## config.mk

```make
export PLATFORM = sky130hd
export DESIGN_NAME = insertion_sorter
export DESIGN_NICKNAME = d
export VERILOG_FILES = /design/src/rtl/core/isort_pkg.sv /design/src/rtl/core/insertion_sorter.sv /design/src/rtl/core/isort_ram.sv /design/src/rtl/core/isort_datapath.sv /design/src/rtl/core/isort_ctrl.sv
export SDC_FILE = /design/constraint.sdc
export NUM_CORES = 2
export LEC_CHECK = 0
export ABC_AREA = 0
export BUFFER_PORTS_ARGS = -buffer_cell sky130_fd_sc_hd__buf_2
export CAP_MARGIN = 30
export CORE_MARGIN = 3
export CORE_UTILIZATION = 57
export CTS_CLUSTER_DIAMETER = 150
export DETAILED_ROUTE_END_ITERATION = 12
export PLACE_DENSITY = 0.79
export REMOVE_ABC_BUFFERS = 1
export SYNTH_ARGS = -nofsm -noshare
export SYNTH_HDL_FRONTEND = slang
export SYNTH_SLANG_ARGS = --single-unit
```

## constraint.sdc

```tcl
create_clock -name clock -period 5.35 [get_ports clock]
set_input_delay 1.07 -clock clock [delete_from_list [all_inputs] [get_ports clock]]
set_output_delay 1.07 -clock clock [all_outputs]
set_load 0.01 [all_outputs]
```

## src/rtl/core/isort_pkg.sv

```systemverilog
// Shared types and constants for the insertion sorter.
// Depends on nothing; used by the controller, datapath and top level.
`timescale 1ns / 1ps

package isort_pkg;

   // Width of one sorted value
   localparam int unsigned DATA_W = 32;

   // Commands from the controller to the datapath
   typedef struct packed {
      logic load;     // take a new request, start scanning from the fill count
      logic drop;     // store full: flag that a value was lost
      logic shift;    // move the read entry up one place, step down
      logic place;    // write the new value at the current position
      logic emit_rd;  // read the next entry for output
      logic clear;    // end of set: empty the store, clear the overflow flag
   } cmd_type;

   // Status from the datapath to the controller
   typedef struct packed {
      logic full;       // fill count at capacity
      logic count_zero; // store empty
      logic less;       // new value sorts before the entry just read
      logic pos_one;    // insert position is one
      logic last;       // held request closes the set
      logic emit_last;  // output read pointer on the final entry
   } sts_type;

endpackage

```

## src/rtl/core/insertion_sorter.sv

```systemverilog
// Stable ascending insertion sorter for signed 32-bit values.
// Insert: each stored value greater than the new one moves up one place, one RAM shift per
// cycle, and the new value is written into the gap; a full store drops the value instead.
// A closing request then emits all stored results in ascending order on consecutive cycles,
// after which the store is emptied and the block is ready again.
// Synchronous reset empties the store and clears overflow; results cannot be stalled.
`timescale 1ns / 1ps

module insertion_sorter #(
   parameter int unsigned CAPACITY = 64
) (
   input  logic                                clock,
   input  logic                                reset,
   input  logic                                start,
   output logic                                busy,
   input  logic signed [isort_pkg::DATA_W-1:0] req_sample_value,
   input  logic                                req_set_end,
   output logic                                rsp_strobe,
   output logic signed [isort_pkg::DATA_W-1:0] rsp_sorted_value,
   output logic                                rsp_run_end,
   output logic                                rsp_overflow
);

   isort_pkg::cmd_type cmd;
   isort_pkg::sts_type sts;

   // Sequencer
   isort_ctrl u_ctrl (
      .clock       (clock),
      .reset       (reset),
      .start       (start),
      .req_set_end (req_set_end),
      .sts         (sts),
      .cmd         (cmd),
      .busy        (busy)
   );

   // Store and result path
   isort_datapath #(
      .CAPACITY (CAPACITY)
   ) u_datapath (
      .clock            (clock),
      .reset            (reset),
      .cmd              (cmd),
      .sts              (sts),
      .req_sample_value (req_sample_value),
      .req_set_end      (req_set_end),
      .rsp_strobe       (rsp_strobe),
      .rsp_sorted_value (rsp_sorted_value),
      .rsp_run_end      (rsp_run_end),
      .rsp_overflow     (rsp_overflow)
   );

endmodule

```

## src/rtl/core/isort_ram.sv

```systemverilog
// Generic single-write, single-read RAM with a registered read port.
// Depends on nothing.
`timescale 1ns / 1ps

module isort_ram #(
   parameter int unsigned WIDTH = 32,
   parameter int unsigned DEPTH = 64
) (
   input  logic                     clock,
   input  logic                     wr_en,
   input  logic [$clog2(DEPTH)-1:0] wr_addr,
   input  logic [WIDTH-1:0]         wr_data,
   input  logic [$clog2(DEPTH)-1:0] rd_addr,
   output logic [WIDTH-1:0]         rd_data
);

   logic [WIDTH-1:0] mem_ff [DEPTH];
   logic [WIDTH-1:0] rd_data_ff;

   // Write port
   always_ff @(posedge clock) begin
      if (wr_en) begin
         mem_ff[wr_addr] <= wr_data;
      end
   end

   // Registered read port
   always_ff @(posedge clock) begin
      rd_data_ff <= mem_ff[rd_addr];
   end

   assign rd_data = rd_data_ff;

endmodule

```

## src/rtl/core/isort_datapath.sv

```systemverilog
// Datapath of the insertion sorter: sorted store, fill count, insert position,
// output pointer and result registers. Depends on isort_pkg and isort_ram.
`timescale 1ns / 1ps

module isort_datapath #(
   parameter int unsigned CAPACITY = 64
) (
   input  logic                                clock,
   input  logic                                reset,
   input  isort_pkg::cmd_type                  cmd,
   output isort_pkg::sts_type                  sts,
   input  logic signed [isort_pkg::DATA_W-1:0] req_sample_value,
   input  logic                                req_set_end,
   output logic                                rsp_strobe,
   output logic signed [isort_pkg::DATA_W-1:0] rsp_sorted_value,
   output logic                                rsp_run_end,
   output logic                                rsp_overflow
);

   localparam int unsigned AW = $clog2(CAPACITY);
   localparam int unsigned CW = $clog2(CAPACITY + 1);

   logic [CW-1:0] count_ff, count_in;
   logic          dropped_ff, dropped_in;
   logic [AW-1:0] pos_ff, pos_in;
   logic [AW-1:0] rdptr_ff, rdptr_in;
   logic          strobe_ff, run_end_ff;
   logic signed [isort_pkg::DATA_W-1:0] value_ff, value_in;
   logic          last_ff, last_in;

   logic          wr_en;
   logic [AW-1:0] rd_addr;
   logic [isort_pkg::DATA_W-1:0] wr_data;
   logic [isort_pkg::DATA_W-1:0] rd_data;

   // Store
   isort_ram #(
      .WIDTH (isort_pkg::DATA_W),
      .DEPTH (CAPACITY)
   ) u_store (
      .clock   (clock),
      .wr_en   (wr_en),
      .wr_addr (pos_ff),
      .wr_data (wr_data),
      .rd_addr (rd_addr),
      .rd_data (rd_data)
   );

   // Store write and read address selection
   always_comb begin
      wr_en   = cmd.shift | cmd.place;
      wr_data = cmd.shift ? rd_data : value_ff;
      if (cmd.emit_rd) begin
         rd_addr = rdptr_ff;
      end else if (cmd.load) begin
         rd_addr = AW'(count_ff - CW'(1));
      end else begin
         rd_addr = pos_ff - AW'(2);
      end
   end

   // Next state of the registers
   always_comb begin
      count_in   = count_ff;
      dropped_in = dropped_ff;
      pos_in     = pos_ff;
      rdptr_in   = rdptr_ff;
      value_in   = value_ff;
      last_in    = last_ff;
      if (cmd.load) begin
         value_in = req_sample_value;
         last_in  = req_set_end;
         pos_in   = AW'(count_ff);
      end
      if (cmd.drop) begin
         dropped_in = 1'b1;
      end
      if (cmd.shift) begin
         pos_in = pos_ff - AW'(1);
      end
      if (cmd.place) begin
         count_in = count_ff + CW'(1);
      end
      if (cmd.emit_rd) begin
         rdptr_in = sts.emit_last ? '0 : rdptr_ff + AW'(1);
      end
      if (cmd.clear) begin
         count_in   = '0;
         dropped_in = 1'b0;
      end
   end

   // Control registers
   always_ff @(posedge clock) begin
      if (reset) begin
         count_ff   <= '0;
         dropped_ff <= 1'b0;
         rdptr_ff   <= '0;
         strobe_ff  <= 1'b0;
         run_end_ff <= 1'b0;
      end else begin
         count_ff   <= count_in;
         dropped_ff <= dropped_in;
         rdptr_ff   <= rdptr_in;
         strobe_ff  <= cmd.emit_rd;
         run_end_ff <= cmd.emit_rd & sts.emit_last;
      end
   end

   // Payload registers
   always_ff @(posedge clock) begin
      pos_ff   <= pos_in;
      value_ff <= value_in;
      last_ff  <= last_in;
   end

   // Status
   always_comb begin
      sts.full       = (count_ff >= CW'(CAPACITY));
      sts.count_zero = (count_ff == '0);
      sts.less       = (value_ff < $signed(rd_data));
      sts.pos_one    = (pos_ff == AW'(1));
      sts.last       = last_ff;
      sts.emit_last  = (CW'(rdptr_ff) == count_ff - CW'(1));
   end

   assign rsp_strobe       = strobe_ff;
   assign rsp_sorted_value = $signed(rd_data);
   assign rsp_run_end      = run_end_ff;
   assign rsp_overflow     = dropped_ff;

endmodule

```

## src/rtl/core/isort_ctrl.sv

```systemverilog
// Controller of the insertion sorter: sequences insert, shift and output steps.
// Depends on isort_pkg.
`timescale 1ns / 1ps

module isort_ctrl (
   input  logic               clock,
   input  logic               reset,
   input  logic               start,
   input  logic               req_set_end,
   input  isort_pkg::sts_type sts,
   output isort_pkg::cmd_type cmd,
   output logic               busy
);

   localparam logic [2:0] ST_IDLE  = 3'd0;
   localparam logic [2:0] ST_SCAN  = 3'd1;
   localparam logic [2:0] ST_PLACE = 3'd2;
   localparam logic [2:0] ST_EMIT  = 3'd3;
   localparam logic [2:0] ST_DONE  = 3'd4;

   logic [2:0] state_ff, state_in;

   // Next state and commands
   always_comb begin
      state_in = state_ff;
      cmd      = '0;
      unique case (state_ff)
         ST_IDLE: begin
            if (start) begin
               if (sts.full) begin
                  // value lost; a closing request still flushes the set
                  cmd.drop = 1'b1;
                  if (req_set_end) begin
                     state_in = ST_EMIT;
                  end
               end else begin
                  cmd.load = 1'b1;
                  state_in = sts.count_zero ? ST_PLACE : ST_SCAN;
               end
            end
         end
         ST_SCAN: begin
            // compare against the entry read last cycle
            if (sts.less) begin
               cmd.shift = 1'b1;
               if (sts.pos_one) begin
                  state_in = ST_PLACE;
               end
            end else begin
               state_in = ST_PLACE;
            end
         end
         ST_PLACE: begin
            cmd.place = 1'b1;
            state_in  = sts.last ? ST_EMIT : ST_IDLE;
         end
         ST_EMIT: begin
            cmd.emit_rd = 1'b1;
            if (sts.emit_last) begin
               state_in = ST_DONE;
            end
         end
         ST_DONE: begin
            // final result is out this cycle
            cmd.clear = 1'b1;
            state_in  = ST_IDLE;
         end
         default: begin
            state_in = ST_IDLE;
         end
      endcase
   end

   // State register
   always_ff @(posedge clock) begin
      if (reset) begin
         state_ff <= ST_IDLE;
      end else begin
         state_ff <= state_in;
      end
   end

   assign busy = (state_ff != ST_IDLE);

endmodule
```

==> flow_metrics.tcl <==
set metrics [dict create \
    place_ws_ns 0.469 \
    die_x_um 394 \
    fin_skew_ns 0.0397 \
    fp.dieH_um 394 \
    rsz0062_at_grt "false" \
    max_freq_mhz 205 \
    io_buffers 71 \
    drive_gt1_share_pct 13.5 \
    grt_max_degree 91 \
    worstMarginPinSlew_ns 1.20 \
    vias 57200 \
    root_buffer "clkbuf_16" \
    critical_path_class "flop to flop" \
    fin_ws_ns 0.484 \
    synth.avg_cell_area_um2 14.3 \
    vias_per_cell 6.78 \
    antenna_left 0 \
    synth_cell_types 75 \
    setup_viol 0 \
    final_max_slew_viol_count 0 \
    final.period_utilization_pct 91.0 \
    power.density_mw_per_mm2 652 \
    cts_setup_buffers 0 \
    ios 72 \
    synth.area.top_cells "edfxtp_1 73%, mux2i_1 6.5%, nand2_1 5.7%, nand3_1 3.1%, a21oi_1 1.8%" \
    cts.repair.resized 0 \
    cp.arrival_ns 5.37 \
    path_clk_slew_ns 0.06 \
    fin_setup_tns_ns 0 \
    async_flop_share_pct 0 \
    routedWlPerCell_um 31.8 \
    clkPwrFrac_pct 21.5 \
    slew_headroom_pct 19.1 \
    power.internal_uw 37300 \
    clk_path_buf_depth 3 \
    p_leak_uw 0.0343 \
    instances_no_fill 8437 \
    nFillCells 9570 \
    synth_top_area_cell "edfxtp_1" \
    required_ns 5.85 \
    fin_util_pct 66.1 \
    hold_viol 0 \
    synth_edf_count 2087 \
    cts_hold_buffers 0 \
    fin_crit_ns 4.87 \
    clock_latency_ns 0.84 \
    maxCapViolations 0 \
    cts_max_level 4 \
    grt_pass1_vias 54700 \
    rows 141 \
    grtUsageTotal_pct 33.9 \
    cts_tree "done" \
    synth-seq-cells 2138 \
    worstSetupEndpointType "flop" \
    worst-path-max-fanout 23 \
    start_util_pct 57.8 \
    grt_pass1_wl_mm 382 \
    peakVddDrop_mv 0.623 \
    switching_share_pct 41.8 \
    drtPass1Iterations 12 \
    ys_warn_count 0 \
    drt_drc_violations_left 2 \
    place_congestion 0.950 \
    p_sw_uw 26800 \
    multi_input_area_mm2 0.0212 \
    drt-initial-drc-count 10100 \
    syn_inst 5992 \
    status "finished with violations" \
    seq_area_mm2 0.0637 \
    min_path_cells 1 \
    finalInstanceArea_mm2 0.0983 \
    clock-sinks 2138 \
    hpwl_mm 159 \
    syn_area_mm2 0.0859 \
    synth_flop_cell "edfxtp_1" \
    synthToLayoutAreaGrowth_pct 14.4 \
    violations "DRC" \
    drt-total-wl_mm 269 \
    dieArea_mm2 0.155 \
    cts_buffers 200 \
    nets 6338 \
    hp-class "primary input to flop" \
    r2r_cells 11 \
    seqPwrFrac_pct 33.2 \
    gr-total-overflow 0 \
    antenna_found_initial 16 \
    start_kind "flop" \
    core_area_mm2 0.149 \
    ys_seq_area_share_pct 74.1 \
    dpl_cell_area_mm2 0.0920 \
    place_inst 8059 \
    combPwrFrac_pct 45.3 \
    yosys.area.top_type_share_pct 72.9 \
]
==> layout make-up <==
class / instances / share of cell area, %
antenna: 9 / 0.0229
clock buffer: 291 / 5.66
clock inverter: 76 / 0.706
inverter: 54 / 0.206
multi-input combinational: 3423 / 21.6
sequential: 2138 / 64.8
tap: 2002 / 2.55
timing repair buffer: 444 / 4.49
==> power groups by stage <==
stage | combinational [uW] | sequential [uW] | clock, uW
3_3_place_gp | 26900 | 21500 | 0
5_1_grt | 29900 | 21200 | 14400
4_1_cts | 27900 | 21200 | 13800
6_report | 29000 | 21300 | 13800
2_1_floorplan | 11800 | 21300 | 0
3_5_place_dp | 27600 | 21500 | 0
==> Yosys cell counts (33+ instances only) <==
| master | number |
|---|---|
| a211oi_1 | 41 |
| a21oi_1 | 302 |
| a31oi_1 | 38 |
| a32oi_1 | 56 |
| buf_1 | 36 |
| buf_2 | 128 |
| buf_4 | 33 |
| clkbuf_1 | 176 |
| dfxtp_1 | 51 |
| edfxtp_1 | 2087 |
| ha_1 | 41 |
| inv_1 | 54 |
| mux2_2 | 59 |
| mux2i_1 | 560 |
| nand2_1 | 1298 |
| nand3_1 | 534 |
| nand4_1 | 46 |
| nor2_1 | 54 |
| nor4_1 | 46 |
| o32ai_1 | 44 |
==> layout by cell type (no fill, tap or decap), types with 37 or more instances in the layout <==
cell type / netlist / routed
a32oi_1: 56 / 56
buf_12: 0 / 100
nand2_1: 1298 / 1294
nand4_1: 46 / 46
ha_1: 41 / 41
dfxtp_1: 51 / 51
clkbuf_1: 176 / 73
nor2_1: 54 / 47
buf_4: 33 / 271
a21oi_1: 302 / 270
mux2_2: 59 / 59
inv_1: 54 / 53
o32ai_1: 44 / 44
edfxtp_1: 2087 / 2087
nor4_1: 46 / 46
nand3_1: 534 / 530
clkbuf_16: 0 / 203
mux2i_1: 560 / 559
a31oi_1: 38 / 37
buf_2: 128 / 71
==> worst max-delay path, stage by stage, from the launching register on <==
cell and delay, ns:
dfxtp_1 0.77, inv_1 0.11, ha_1 0.34, nand4_1 0.58, o21ai_0 0.53, a211o_1 0.21
a21oi_1 0.08, buf_4 0.21, mux2i_4 0.22, buf_12 0.20, a21oi_4 0.81, buf_4 0.44
==> metrics by stage <==
stage	hold WS (ns)	total power [uW]
3_5_place_dp	0.454	49100
4_1_cts	0.378	62900
5_1_grt	0.387	65600
6_report	0.403	64100
3_3_place_gp	0.446	48500
2_1_floorplan	0.485	33100
==> kinds of logic (layout without fill, tap and decap cells) <==
group	count (synthesis)	in the layout	share of synthesized area, %
adder cells (fa/ha/maj)	41	41	0.597
multiplexers	621	621	7.34
other	0	9	0
XOR/XNOR	22	22	0.224
AO/OA/AOI/OAI	648	648	4.91
flip-flops	2138	2138	74.1
buffers and inverters	431	865	2.25
AND/OR/NAND/NOR	2091	2091	10.6
==> worst paths after layout <==
path	endpoint	slack [ns]	startpoint
hold reg to reg	u_datapath.rsp_overflow	0.47	u_datapath.rsp_overflow
hold / removal	u_datapath.value_ff[11]	0.40	req_sample_value[11]
setup / recovery	u_datapath.u_store.mem_ff[36][24]	0.48	u_datapath.u_store.rd_data[23]
setup reg to reg	u_datapath.u_store.mem_ff[36][24]	0.48	u_datapath.u_store.rd_data[23]
==> state kept, by name, summed over array words and instances (netlist names) <==
signal	cells
u_ctrl.state_ff	3
u_datapath.rsp_run_end	1
u_datapath.last_ff	1
u_datapath.rdptr_ff	6
u_datapath.rsp_overflow	1
u_datapath.u_store.rd_data	32
u_datapath.value_ff	32
u_datapath.u_store.mem_ff	2048
u_datapath.pos_ff	6
u_datapath.count_ff	7
u_datapath.rsp_strobe	1
==> per-layer routing <==
metal,GRT usage [%],share of wire (%)
met5,0,0.028
met4,18.8,6.3
met3,12.4,17
met2,48.3,43
met1,45.5,34
No activity file was read; power rests on OpenSTA's default activity.
